[config.mk]
export PLATFORM = sky130hd
export DESIGN_NAME = epoch_seconds_to_civil_date
export DESIGN_NICKNAME = d
export VERILOG_FILES = /design/src/rtl/escd_pkg.sv /design/src/rtl/epoch_seconds_to_civil_date.sv
export SDC_FILE = /design/constraint.sdc
export NUM_CORES = 1
export LEC_CHECK = 0
export BUFFER_PORTS_ARGS = -buffer_cell sky130_fd_sc_hd__buf_2
export CAP_MARGIN = 40
export CELL_PAD_IN_SITES_DETAIL_PLACEMENT = 1
export CELL_PAD_IN_SITES_GLOBAL_PLACEMENT = 1
export CORE_MARGIN = 1
export CORE_UTILIZATION = 50
export CTS_BUF_LIST = sky130_fd_sc_hd__clkbuf_4 sky130_fd_sc_hd__clkbuf_8
export CTS_CLUSTER_SIZE = 12
export DETAILED_ROUTE_END_ITERATION = 8
export PLACE_DENSITY = 0.89
export SETUP_SLACK_MARGIN = 0.1
export SYNTH_ARGS = -nofsm -noshare
export SYNTH_HDL_FRONTEND = slang
export SYNTH_SLANG_ARGS = --single-unit
[constraint.sdc]
create_clock -name clock -period 14.2 [get_ports clock]
set_input_delay 2.13 -clock clock [delete_from_list [all_inputs] [get_ports clock]]
set_output_delay 2.13 -clock clock [all_outputs]
set_load 0.03 [all_outputs]
[src/rtl/escd_pkg.sv]
// shared types, constants and calendar tables for the epoch-seconds to civil-date converter
package escd_pkg;

   // sequencer states
   typedef enum logic [2:0] {
      ST_IDLE,
      ST_DAY,
      ST_HOUR,
      ST_MIN,
      ST_CYCLE,
      ST_YEAR,
      ST_MONTH
   } state_type;

   // working widths
   localparam int unsigned REM_W  = 33;   // biased seconds, always non-negative
   localparam int unsigned DAYS_W = 16;   // days since 1900-01-01
   localparam int unsigned CNT_W  = 4;    // quotient bit index

   // seconds from 1900-01-01 to 1970-01-01 with the every-fourth-year rule
   // (25568 days), so the biased count is never negative
   localparam logic [REM_W-1:0] SECS_BIAS = 33'd2209075200;

   // divisors of the shared subtract unit
   localparam logic [REM_W-1:0] SECS_PER_DAY  = 33'd86400;
   localparam logic [REM_W-1:0] SECS_PER_HOUR = 33'd3600;
   localparam logic [REM_W-1:0] SECS_PER_MIN  = 33'd60;
   localparam logic [REM_W-1:0] DAYS_PER_QUAD = 33'd1461;
   localparam logic [REM_W-1:0] DAYS_LEAP     = 33'd366;
   localparam logic [REM_W-1:0] DAYS_COMMON   = 33'd365;

   // top quotient bit index of each division
   localparam logic [CNT_W-1:0] DAY_TOP_BIT   = 4'd15;
   localparam logic [CNT_W-1:0] HOUR_TOP_BIT  = 4'd4;
   localparam logic [CNT_W-1:0] MIN_TOP_BIT   = 4'd5;
   localparam logic [CNT_W-1:0] CYCLE_TOP_BIT = 4'd5;

   localparam logic [3:0] LAST_MONTH = 4'd11;

   // first day of month m within the year, one extra day after february in a leap year
   function automatic logic [8:0] month_first(input logic [3:0] m, input logic leap);
      logic [8:0] base;
      begin
         case (m)
            4'd0:    base = 9'd0;
            4'd1:    base = 9'd31;
            4'd2:    base = 9'd59;
            4'd3:    base = 9'd90;
            4'd4:    base = 9'd120;
            4'd5:    base = 9'd151;
            4'd6:    base = 9'd181;
            4'd7:    base = 9'd212;
            4'd8:    base = 9'd243;
            4'd9:    base = 9'd273;
            4'd10:   base = 9'd304;
            4'd11:   base = 9'd334;
            default: base = 9'd334;
         endcase
         month_first = base + {8'd0, (leap && (m > 4'd1))};
      end
   endfunction

   // day count modulo 7 by folding octal digits (8 is 1 mod 7)
   function automatic logic [2:0] mod7(input logic [DAYS_W-1:0] d);
      logic [5:0] s1;
      logic [3:0] s2;
      begin
         s1 = 6'(d[2:0]) + 6'(d[5:3]) + 6'(d[8:6]) + 6'(d[11:9])
            + 6'(d[14:12]) + 6'(d[15]);
         s2 = 4'(s1[2:0]) + 4'(s1[5:3]);
         mod7 = (s2 >= 4'd7) ? 3'(s2 - 4'd7) : s2[2:0];
      end
   endfunction

endpackage

[src/rtl/epoch_seconds_to_civil_date.sv]
// epoch seconds to broken-down utc date, one shared subtract unit under a small sequencer
//
// usage
//  - request channel: drive req_seconds_since_epoch (signed seconds since
//    1970-01-01 00:00:00 utc) and raise start; the request is taken at a rising
//    edge where start is high and busy is low
//  - result channel: rsp_valid is high for exactly one cycle while the rsp_
//    ports hold the date; the receiver cannot stall, so it must take it then
//  - datapath: the single 33-bit compare-subtract unit does one quotient bit
//    or one search step per cycle, in this order: the day count (16 quotient
//    bits), the hour (5), the minute (6), the four-year cycle (6), then a
//    search for the year within the cycle and a search for the month; the
//    result is registered when the month search ends
//  - throughput: one request at a time; busy stays high until the result
//    cycle, and a new request may be taken in the cycle rsp_valid is shown
//  - reset (synchronous, active high) returns the sequencer to idle and drops
//    rsp_valid; the other registers are not reset
//  - the seconds are biased to 1900-01-01 so all division is unsigned and the
//    day is floored for negative inputs
module epoch_seconds_to_civil_date (
   input  logic               clock,
   input  logic               reset,
   input  logic               start,
   output logic               busy,
   input  logic signed [31:0] req_seconds_since_epoch,
   output logic               rsp_valid,
   output logic [7:0]         rsp_years_since_1900,
   output logic [3:0]         rsp_month_index,
   output logic [4:0]         rsp_day_of_month,
   output logic [8:0]         rsp_day_of_year,
   output logic [2:0]         rsp_weekday,
   output logic [4:0]         rsp_hour,
   output logic [5:0]         rsp_minute,
   output logic [5:0]         rsp_second
);

   // sequencer and shared datapath registers
   escd_pkg::state_type state_ff, state_in;
   logic [escd_pkg::REM_W-1:0]  rem_ff, rem_in;     // running remainder
   logic [escd_pkg::DAYS_W-1:0] quo_ff, quo_in;     // quotient shift register
   logic [escd_pkg::CNT_W-1:0]  cnt_ff, cnt_in;     // quotient bit index
   logic [escd_pkg::DAYS_W-1:0] days_ff, days_in;   // days since 1900-01-01
   logic [4:0]                  hour_ff, hour_in;
   logic [5:0]                  minute_ff, minute_in;
   logic [5:0]                  second_ff, second_in;
   logic [5:0]                  cyc_ff, cyc_in;     // four-year cycles since 1900
   logic [1:0]                  yoff_ff, yoff_in;   // year within the cycle
   logic [3:0]                  mon_ff, mon_in;

   // result registers
   logic       rsp_valid_ff, rsp_valid_in;
   logic [7:0] rsp_year_ff, rsp_year_in;
   logic [3:0] rsp_mon_ff, rsp_mon_in;
   logic [4:0] rsp_mday_ff, rsp_mday_in;
   logic [8:0] rsp_yday_ff, rsp_yday_in;
   logic [2:0] rsp_wday_ff, rsp_wday_in;
   logic [4:0] rsp_hour_ff, rsp_hour_in;
   logic [5:0] rsp_min_ff, rsp_min_in;
   logic [5:0] rsp_sec_ff, rsp_sec_in;

   // shared compare-subtract unit
   logic [escd_pkg::REM_W-1:0] op_base;
   logic [escd_pkg::REM_W-1:0] operand;
   logic [escd_pkg::REM_W:0]   diff;
   logic                       ge;
   logic                       leap;
   logic [8:0]                 yday;
   logic [8:0]                 mday_full;

   assign leap = (yoff_ff == 2'd0);   // 1900 + 4k is a leap year under the plain rule
   assign yday = rem_ff[8:0];

   // operand select: divisor shifted to the current quotient bit, or a year or month bound
   always_comb begin
      case (state_ff)
         escd_pkg::ST_DAY:   op_base = escd_pkg::SECS_PER_DAY;
         escd_pkg::ST_HOUR:  op_base = escd_pkg::SECS_PER_HOUR;
         escd_pkg::ST_MIN:   op_base = escd_pkg::SECS_PER_MIN;
         escd_pkg::ST_CYCLE: op_base = escd_pkg::DAYS_PER_QUAD;
         default:            op_base = '0;
      endcase
      case (state_ff)
         escd_pkg::ST_YEAR:
            operand = leap ? escd_pkg::DAYS_LEAP : escd_pkg::DAYS_COMMON;
         escd_pkg::ST_MONTH:
            operand = {24'd0, escd_pkg::month_first(mon_ff + 4'd1, leap)};
         default:
            operand = op_base << cnt_ff;
      endcase
   end

   assign diff      = {1'b0, rem_ff} - {1'b0, operand};
   assign ge        = ~diff[escd_pkg::REM_W];
   assign mday_full = yday - escd_pkg::month_first(mon_ff, leap) + 9'd1;

   // next state and datapath
   always_comb begin
      state_in     = state_ff;
      rem_in       = rem_ff;
      quo_in       = quo_ff;
      cnt_in       = cnt_ff;
      days_in      = days_ff;
      hour_in      = hour_ff;
      minute_in    = minute_ff;
      second_in    = second_ff;
      cyc_in       = cyc_ff;
      yoff_in      = yoff_ff;
      mon_in       = mon_ff;
      rsp_valid_in = 1'b0;
      rsp_year_in  = rsp_year_ff;
      rsp_mon_in   = rsp_mon_ff;
      rsp_mday_in  = rsp_mday_ff;
      rsp_yday_in  = rsp_yday_ff;
      rsp_wday_in  = rsp_wday_ff;
      rsp_hour_in  = rsp_hour_ff;
      rsp_min_in   = rsp_min_ff;
      rsp_sec_in   = rsp_sec_ff;

      case (state_ff)
         escd_pkg::ST_IDLE: begin
            if (start) begin
               // sign-extend and bias so the count is non-negative
               rem_in   = {req_seconds_since_epoch[31], req_seconds_since_epoch}
                        + escd_pkg::SECS_BIAS;
               quo_in   = '0;
               cnt_in   = escd_pkg::DAY_TOP_BIT;
               state_in = escd_pkg::ST_DAY;
            end
         end

         escd_pkg::ST_DAY, escd_pkg::ST_HOUR, escd_pkg::ST_MIN, escd_pkg::ST_CYCLE: begin
            // one restoring division step
            if (ge) begin
               rem_in = diff[escd_pkg::REM_W-1:0];
            end
            quo_in = {quo_ff[escd_pkg::DAYS_W-2:0], ge};
            cnt_in = cnt_ff - 4'd1;
            if (cnt_ff == '0) begin
               quo_in = '0;
               case (state_ff)
                  escd_pkg::ST_DAY: begin
                     days_in  = {quo_ff[escd_pkg::DAYS_W-2:0], ge};
                     cnt_in   = escd_pkg::HOUR_TOP_BIT;
                     state_in = escd_pkg::ST_HOUR;
                  end
                  escd_pkg::ST_HOUR: begin
                     hour_in  = {quo_ff[3:0], ge};
                     cnt_in   = escd_pkg::MIN_TOP_BIT;
                     state_in = escd_pkg::ST_MIN;
                  end
                  escd_pkg::ST_MIN: begin
                     minute_in = {quo_ff[4:0], ge};
                     second_in = ge ? diff[5:0] : rem_ff[5:0];
                     rem_in    = {17'd0, days_ff};
                     cnt_in    = escd_pkg::CYCLE_TOP_BIT;
                     state_in  = escd_pkg::ST_CYCLE;
                  end
                  default: begin
                     cyc_in   = {quo_ff[4:0], ge};
                     yoff_in  = 2'd0;
                     state_in = escd_pkg::ST_YEAR;
                  end
               endcase
            end
         end

         escd_pkg::ST_YEAR: begin
            // peel whole years off the day within the four-year cycle
            if (ge) begin
               rem_in  = diff[escd_pkg::REM_W-1:0];
               yoff_in = yoff_ff + 2'd1;
            end else begin
               mon_in   = yday[8:5];   // never past the true month
               state_in = escd_pkg::ST_MONTH;
            end
         end

         escd_pkg::ST_MONTH: begin
            if ((mon_ff < escd_pkg::LAST_MONTH) && ge) begin
               mon_in = mon_ff + 4'd1;
            end else begin
               rsp_valid_in = 1'b1;
               rsp_year_in  = {cyc_ff, yoff_ff};
               rsp_mon_in   = mon_ff;
               rsp_mday_in  = mday_full[4:0];
               rsp_yday_in  = yday;
               rsp_wday_in  = escd_pkg::mod7(days_ff);  // 1900-01-01 counts as day 0 mod 7
               rsp_hour_in  = hour_ff;
               rsp_min_in   = minute_ff;
               rsp_sec_in   = second_ff;
               state_in     = escd_pkg::ST_IDLE;
            end
         end

         default: begin
            state_in = escd_pkg::ST_IDLE;
         end
      endcase
   end

   // control registers
   always_ff @(posedge clock) begin
      if (reset) begin
         state_ff     <= escd_pkg::ST_IDLE;
         rsp_valid_ff <= 1'b0;
      end else begin
         state_ff     <= state_in;
         rsp_valid_ff <= rsp_valid_in;
      end
   end

   // payload registers
   always_ff @(posedge clock) begin
      rem_ff      <= rem_in;
      quo_ff      <= quo_in;
      cnt_ff      <= cnt_in;
      days_ff     <= days_in;
      hour_ff     <= hour_in;
      minute_ff   <= minute_in;
      second_ff   <= second_in;
      cyc_ff      <= cyc_in;
      yoff_ff     <= yoff_in;
      mon_ff      <= mon_in;
      rsp_year_ff <= rsp_year_in;
      rsp_mon_ff  <= rsp_mon_in;
      rsp_mday_ff <= rsp_mday_in;
      rsp_yday_ff <= rsp_yday_in;
      rsp_wday_ff <= rsp_wday_in;
      rsp_hour_ff <= rsp_hour_in;
      rsp_min_ff  <= rsp_min_in;
      rsp_sec_ff  <= rsp_sec_in;
   end

   assign busy                 = (state_ff != escd_pkg::ST_IDLE);
   assign rsp_valid            = rsp_valid_ff;
   assign rsp_years_since_1900 = rsp_year_ff;
   assign rsp_month_index      = rsp_mon_ff;
   assign rsp_day_of_month     = rsp_mday_ff;
   assign rsp_day_of_year      = rsp_yday_ff;
   assign rsp_weekday          = rsp_wday_ff;
   assign rsp_hour             = rsp_hour_ff;
   assign rsp_minute           = rsp_min_ff;
   assign rsp_second           = rsp_sec_ff;

   // a result only follows the end of the month search
   a_rsp_after_month: assert property (@(posedge clock) disable iff (reset)
      rsp_valid |-> $past(state_ff == escd_pkg::ST_MONTH))
      else $error("result strobe without a finished month search");

   // an accepted request starts the day division
   a_accept_starts: assert property (@(posedge clock) disable iff (reset)
      (start && !busy) |=> (state_ff == escd_pkg::ST_DAY))
      else $error("accepted request did not start the day division");

   // the time of day fields come out in range
   a_time_range: assert property (@(posedge clock) disable iff (reset)
      rsp_valid |-> (rsp_hour <= 5'd23 && rsp_minute <= 6'd59 && rsp_second <= 6'd59))
      else $error("time of day out of range");

   // the date fields come out in range
   a_date_range: assert property (@(posedge clock) disable iff (reset)
      rsp_valid |-> (rsp_month_index <= 4'd11 && rsp_day_of_month != 5'd0
                     && rsp_weekday <= 3'd6 && rsp_day_of_year <= 9'd365))
      else $error("date field out of range");

   // the year search never passes the last year of a four-year cycle
   a_year_bound: assert property (@(posedge clock) disable iff (reset)
      (state_ff == escd_pkg::ST_YEAR && yoff_ff == 2'd3) |-> !ge)
      else $error("year search ran past the four-year cycle");

endmodule

; ---- Word level (Yosys, flattened, before mapping)
; Memory sizes are Yosys's and may differ from the RTL's. A register that Yosys moved wholly into a read port is not among the register bits.
; Index checks and enable logic that the tools add are counted.
[totals]
word_cells = 118
regBits = 147
romBits = 288
output_inout_bits = 48
memories = 2
in_bits = 35
[mem_list]
columns = name, depth, width, read_ports, rd_ports_with_merged_regs, wr, line
row1 = (name not given), 16, 9, 1, 1, 0, escd_pkg.sv:44  ; case (m)
row2 = (name not given), 16, 9, 1, 0, 0, escd_pkg.sv:44
[classes]
eq_ne = 13
bitwise_logic = 4
order_cmp = 4
n_shift = 1
reduce_logical = 25
n_addsub = 16
n_mux = 33
[op_table]
columns = cell, count
row1 = $mux W33, 4
row2 = $pmux W33 S3, 1
row3 = $pmux W17 S4, 1
row4 = $pmux W33 S2, 1
row5 = $sub A33 B33 Y34, 1
row6 = $add A33 B32 Y33 const B, 1
row7 = $shl A33 B4 Y33, 1
row8 = $mux W15, 2
row9 = $pmux W15 S2, 1
row10 = $pmux W4 S2, 3
row11 = $mux W4, 5
row12 = $mux W3, 5
row13 = $reduce_and A3 Y1, 5
row14 = $ne A2 B2 Y1 const B, 7
row15 = $pmux W3 S4, 1
row16 = $add A9 B1 Y9, 1
row17 = $eq A3 B3 Y1 const B, 3
row18 = $mux W9, 1
row19 = $pmux W3 S3, 1
row20 = $add A3 B3 Y4, 2
row21 = $gt A4 B1 Y1 const B, 2
row22 = $mux W2, 4
row23 = $reduce_and A4 Y1, 2
row24 = $add A5 B3 Y6, 1
row25 = other kinds (28), 40

; ---- Logic depth before layout (Yosys ltp)
[depth]
word_depth = 11
depth_mapped = 29
mapped_depth_nobuf = 27

; ---- Worst setup path after synthesis
; Ideal clock, no wire load.
[synth_path]
path_type = register -> register
from = reg mon_ff[1]
to = reg rsp_mday_ff[0] (netlist: rsp_day_of_month[0]) (enable)
path_stages_with_launch = 23
setup_slack_ns = 7.045
n_path_buf = 2
synth_period_minus_slack_ns = 7.155
setup_time_ns = 0.450
t_required_ns = 13.750
t_arrival_ns = 6.705
cell_sequence = edfxtp_1 > ha_1 > xnor2_1 > clkbuf_1 > o21ai_0 > o21a_1 > ha_1 > ha_1 > and2_1 > maj3_1 > a211oi_1 > a21oi_1 > ha_1 > a21o_1 > a31oi_1 > a21oi_2 > nor3_4 > a21oi_1 > o21a_1 > nor2_4 > buf_2 > nor2_1 > nor2_1
[synth_between]
elab_chain_len = 10
[synth_rtl]
columns = element, line
row1 = start: declaration, epoch_seconds_to_civil_date.sv:48  ; logic [3:0] mon_ff, mon_in;
row2 = start signal: assignment, epoch_seconds_to_civil_date.sv:223  ; mon_ff <= mon_in;
row3 = $add A4 B1 Y4, epoch_seconds_to_civil_date.sv:86  ; operand = {24'd0, escd_pkg::month_first(mon_ff + 4'd1, leap)};
row4 = $mem_v2 Z16 W9 or $gt A4 B1 Y1 (tied branches), -
row5 = $mux W9 or $logic_and A1 B1 Y1 (tied branches), "epoch_seconds_to_civil_date.sv:82, escd_pkg.sv:59"
row6 = $add A9 B1 Y9, escd_pkg.sv:59  ; month_first = base + {8'd0, (leap && (m > 4'd1))};
row7 = $pmux W33 S2, epoch_seconds_to_civil_date.sv:82  ; case (state_ff)
row8 = $sub A33 B33 Y34, epoch_seconds_to_civil_date.sv:92  ; assign diff = {1'b0, rem_ff} - {1'b0, operand};
row9 = $not A1 Y1, epoch_seconds_to_civil_date.sv:93  ; assign ge = ~diff[escd_pkg::REM_W];
row10 = $logic_and A1 B1 Y1 *, epoch_seconds_to_civil_date.sv:179  ; if ((mon_ff < escd_pkg::LAST_MONTH) && ge) begin
row11 = $not A1 Y1 (no line) *, -
row12 = $reduce_and A2 Y1 (no line) *, -
row13 = end signal: assignment, epoch_seconds_to_civil_date.sv:226  ; rsp_mday_ff <= rsp_mday_in;
row14 = end: declaration, epoch_seconds_to_civil_date.sv:54  ; logic [4:0] rsp_mday_ff, rsp_mday_in;
; Every way passes the cells marked *; elsewhere a longest branch is shown, timed or not. The select of a mux whose other input is x is not followed.
; A chain may end at the register's enable or synchronous reset.

; ---- Final worst setup path
[layout_path]
from = reg mon_ff[0]
to = reg rem_ff[4] in the netlist's numbering (data pin)
[layout_between]
elab_chain_len = 10
[layout_rtl]
columns = element, line
row1 = $add A4 B1 Y4 *, epoch_seconds_to_civil_date.sv:86
row2 = $mem_v2 Z16 W9 or $gt A4 B1 Y1 (tied branches), -
row3 = $mux W9 or $logic_and A1 B1 Y1 (tied branches), "epoch_seconds_to_civil_date.sv:82, escd_pkg.sv:59"
row4 = $add A9 B1 Y9 *, escd_pkg.sv:59
row5 = $pmux W33 S2 *, epoch_seconds_to_civil_date.sv:82
row6 = $sub A33 B33 Y34 *, epoch_seconds_to_civil_date.sv:92
row7 = $mux W33 *, epoch_seconds_to_civil_date.sv:133  ; if (ge) begin
row8 = $mux W33, epoch_seconds_to_civil_date.sv:140  ; case (state_ff)
row9 = $mux W33, epoch_seconds_to_civil_date.sv:138  ; if (cnt_ff == '0) begin
row10 = $pmux W33 S3 *, epoch_seconds_to_civil_date.sv:119  ; case (state_ff)
row11 = via rem_in (one bit), epoch_seconds_to_civil_date.sv:39  ; logic [escd_pkg::REM_W-1:0] rem_ff, rem_in;
row12 = end signal: assignment, epoch_seconds_to_civil_date.sv:214  ; rem_ff <= rem_in;
row13 = end: declaration, epoch_seconds_to_civil_date.sv:39
; The timed path passes the listed nets; every way through them passes the cells marked *. The select of a mux whose other input is x is not followed.

==> out/metrics.yaml <==
rsz0062_at_grt: "no"
syn_nets: 1166
cts.sinks: 152
fillers: 2350
cp.required_ns: 14.44
pwr-share-seq_pct: 42.1
routed-wl-met3_mm: 2.31
tightest_slew_ns: 0.969
crit_top_cell: "ha_1"
clkLatencyLatePin_ns: 0.49
wl_per_cell_um: 23.7
syn_area_um2: 10400
start_util_pct: 51.1
relSlewSlack_pct: 35.2
grt_max_degree: 48
pin_count: 83
yosys_register_bits: 152
rows: 52
drt_iter0_drc: 874
synthArstFlopShare_pct: 0
fin_skew_ns: 0.0192
viasPerCell: 6.55
cts_buffer_depth: 2
cpPeakStageDelay_ns: 0.57
report.final.hold_viol_count: 0
cp_top_family: "compound AO/OA/AOI/OAI gates"
path_clk_slew_ns: 0.10
yosysSeqAreaShare_pct: 43.2
multi_input_area_um2: 5530
synth.avg_cell_area_um2: 9.83
postCtsHoldBufs: 0
power_frac_comb_pct: 30.6
place_congestion: 0.959
die-area_um2: 21300
pwr-share-clk_pct: 27.3
setup_viol: 0
worstPathCellList: "ha_1, xnor2_1, buf_4, o21ai_0, o21a_1, ha_1, ha_1, and2_1, maj3_1, a211oi_1, a21oi_1, ha_1, a21o_1, a31oi_1, a21oi_2, nor3_4, a21oi_1, o21a_1, nor2_4, inv_2, mux2_2, a21o_1"
finalCritPeriodShare_pct: 51.3
status: "complete, no violations"
firstDrtPassIters: 6
peakVddDrop_mv: 0.0667
drc: 0
p_leak_nw: 4.42
die_x_um: 146
ys_types: 84
instances_no_fill: 1400
antenna_found_initial: 0
grt_pass1_wl_mm: 52.3
coreArea_um2: 20300
drv_slew: 0
crit_path_top_delay_cell: "edfxtp_1"
cts_buffers: 17
numPortBuffers: 82
num_vias: 9166
crit_buf_inv: 2
cp.depth: 22
worstPathArrival_ns: 7.53
met1Wirelength_mm: 12.8
cts.repair.resized: 0
layout_common_cells: "143 x edfxtp_1, 99 x nand2_1, 82 x buf_2, 79 x a21oi_1, 76 x o21ai_0"
dp.final_hpwl_mm: 24.1
crit_fanout: 26
cap_viol_max_count: 0
ant_nets: 0
power_w: 0.00131
reg2reg_depth: 22
place_inst: 1368
syn_inst: 1055
switching_share_pct: 37.8
die_y_um: 146
hold_class: "register to register"
grt_remaining_overflow: 0
cp-start-kind: "register"
min_period_ns: 7.29
power_switching_w: 0.000495
synth_edf_count: 143
power.density_nw_per_um2: 114
ctsRootBufferMaster: "clkbuf_8"
area_delta_synth_final_pct: 10.8
yosys_warnings: 0
synth_ff_type: "edfxtp_1"
grtUsageTotal_pct: 31.9
p_int_w: 0.000813
tns_ns: 0
htreeDepth: 4
wl_met2_mm: 16.4
final_common_cell: "edfxtp_1"
highest_layer: "met4"
cts_setup_buffers: 0
first_global_vias: 9365
cts_tree: "yes"
antenna_cells: 0
max_freq_mhz: 137
drive_gt1_share_pct: 14.3
crit_type: "register to register"
drt-total-wl_mm: 33.2
fin_nets: 1228
seq_area_um2: 4470
cp-end-kind: "register"
whs_path_depth: 0
## power groups by stage
stage | logic (W) | registers [W] | clock network [W]
3_3_place_gp | 0.000360 | 0.000560 | 0
5_1_grt | 0.000434 | 0.000554 | 0.000373
2_1_floorplan | 0.000287 | 0.000548 | 0
6_report | 0.000400 | 0.000551 | 0.000357
4_1_cts | 0.000393 | 0.000550 | 0.000357
3_5_place_dp | 0.000387 | 0.000560 | 0
## flip-flops by register name, summed over array words and instances, names as in the netlist, 4 cells and up, named ones only
register and cells:
cnt_ff 4, cyc_ff 6, days_ff 16, hour_ff 5
minute_ff 6, mon_ff 4, quo_ff 15, rem_ff 33
rsp_day_of_month 5, rsp_day_of_year 9, rsp_hour 5, rsp_minute 6
rsp_month_index 4, rsp_second 6, rsp_years_since_1900 8, second_ff 6
## routing by layer
metal | track usage [%] | vias up
met4 | 16.8 | 0
met2 | 54.2 | 487
met3 | 5.89 | 144
met5 | 0 | -
met1 | 38.7 | 4474
li1 | - | 4061
## cell type report
cell class	instances	share of cell area (%)
Timing Repair Buffer	99	4.82
Sequential cell	152	39.0
Inverter	41	1.34
Tap cell	270	2.94
Clock buffer	17	2.04
Clock inverter	15	1.75
Multi-Input combinational cell	806	48.2
## worst reg2reg max path: cells and delay by family, from the launching register on
family          cells  cell delay (ns)
compound gates     10             1.99
xor+xnor            1             0.57
fa+ha+maj           5             1.56
buf+inv             2             0.75
flops               1             0.57
mux                 1             0.45
simple gates        3             1.18
## synthesized netlist by cell type, drive strengths merged, types with 25 or more instances
master / n / share of area (%)
a21oi: 82 / 4.0
and2: 25 / 1.5
clkbuf: 39 / 1.4
edfxtp: 143 / 41
ha: 63 / 7.6
inv: 39 / 1.4
nand2: 99 / 3.6
nand3: 27 / 1.3
nor2: 75 / 2.8
nor3: 30 / 1.6
o21ai: 87 / 4.3
xnor2: 35 / 3.0
## metrics by stage
step / cell area [µm²] / utilization (%) / worst slack, ns / hold slack, ns
4_1_cts: 11500 / 56.6 / 7.07 / 0.430
3_3_place_gp: 11000 / 54.2 / 7.41 / 0.403
5_1_grt: 11500 / 56.6 / 6.66 / 0.437
6_report: 11500 / 56.6 / 6.91 / 0.427
2_1_floorplan: 10400 / - / 7.05 / 0.400
3_5_place_dp: 11000 / 54.4 / 7.27 / 0.406
## cell families (layout without fill, tap and decap cells)
family	Yosys count	count (layout)	share of synthesized area (%)
and+or+nand+nor	311	311	14.5
AOI/OAI and AO/OA	335	335	20.9
muxes	25	25	2.52
xor gates and xnor gates	58	58	4.97
DFF	152	152	43.2
adders and majority gates	77	77	10.2
buffers and inverters	97	172	3.78
## final timing paths
check / start / end / slack (ns)
setup reg to reg: mon_ff[0]$_DFFE_PN_ / rem_ff[4]$_DFFE_PP_ / 6.91
hold / removal: hour_ff[1]$_DFFE_PP_ / rsp_hour[1]$_DFFE_PP_ / 0.43
hold reg to reg: hour_ff[1]$_DFFE_PP_ / rsp_hour[1]$_DFFE_PP_ / 0.43
setup / recovery: mon_ff[0]$_DFFE_PN_ / rem_ff[4]$_DFFE_PP_ / 6.91
Note: power is estimated with default switching activity, not from simulation.
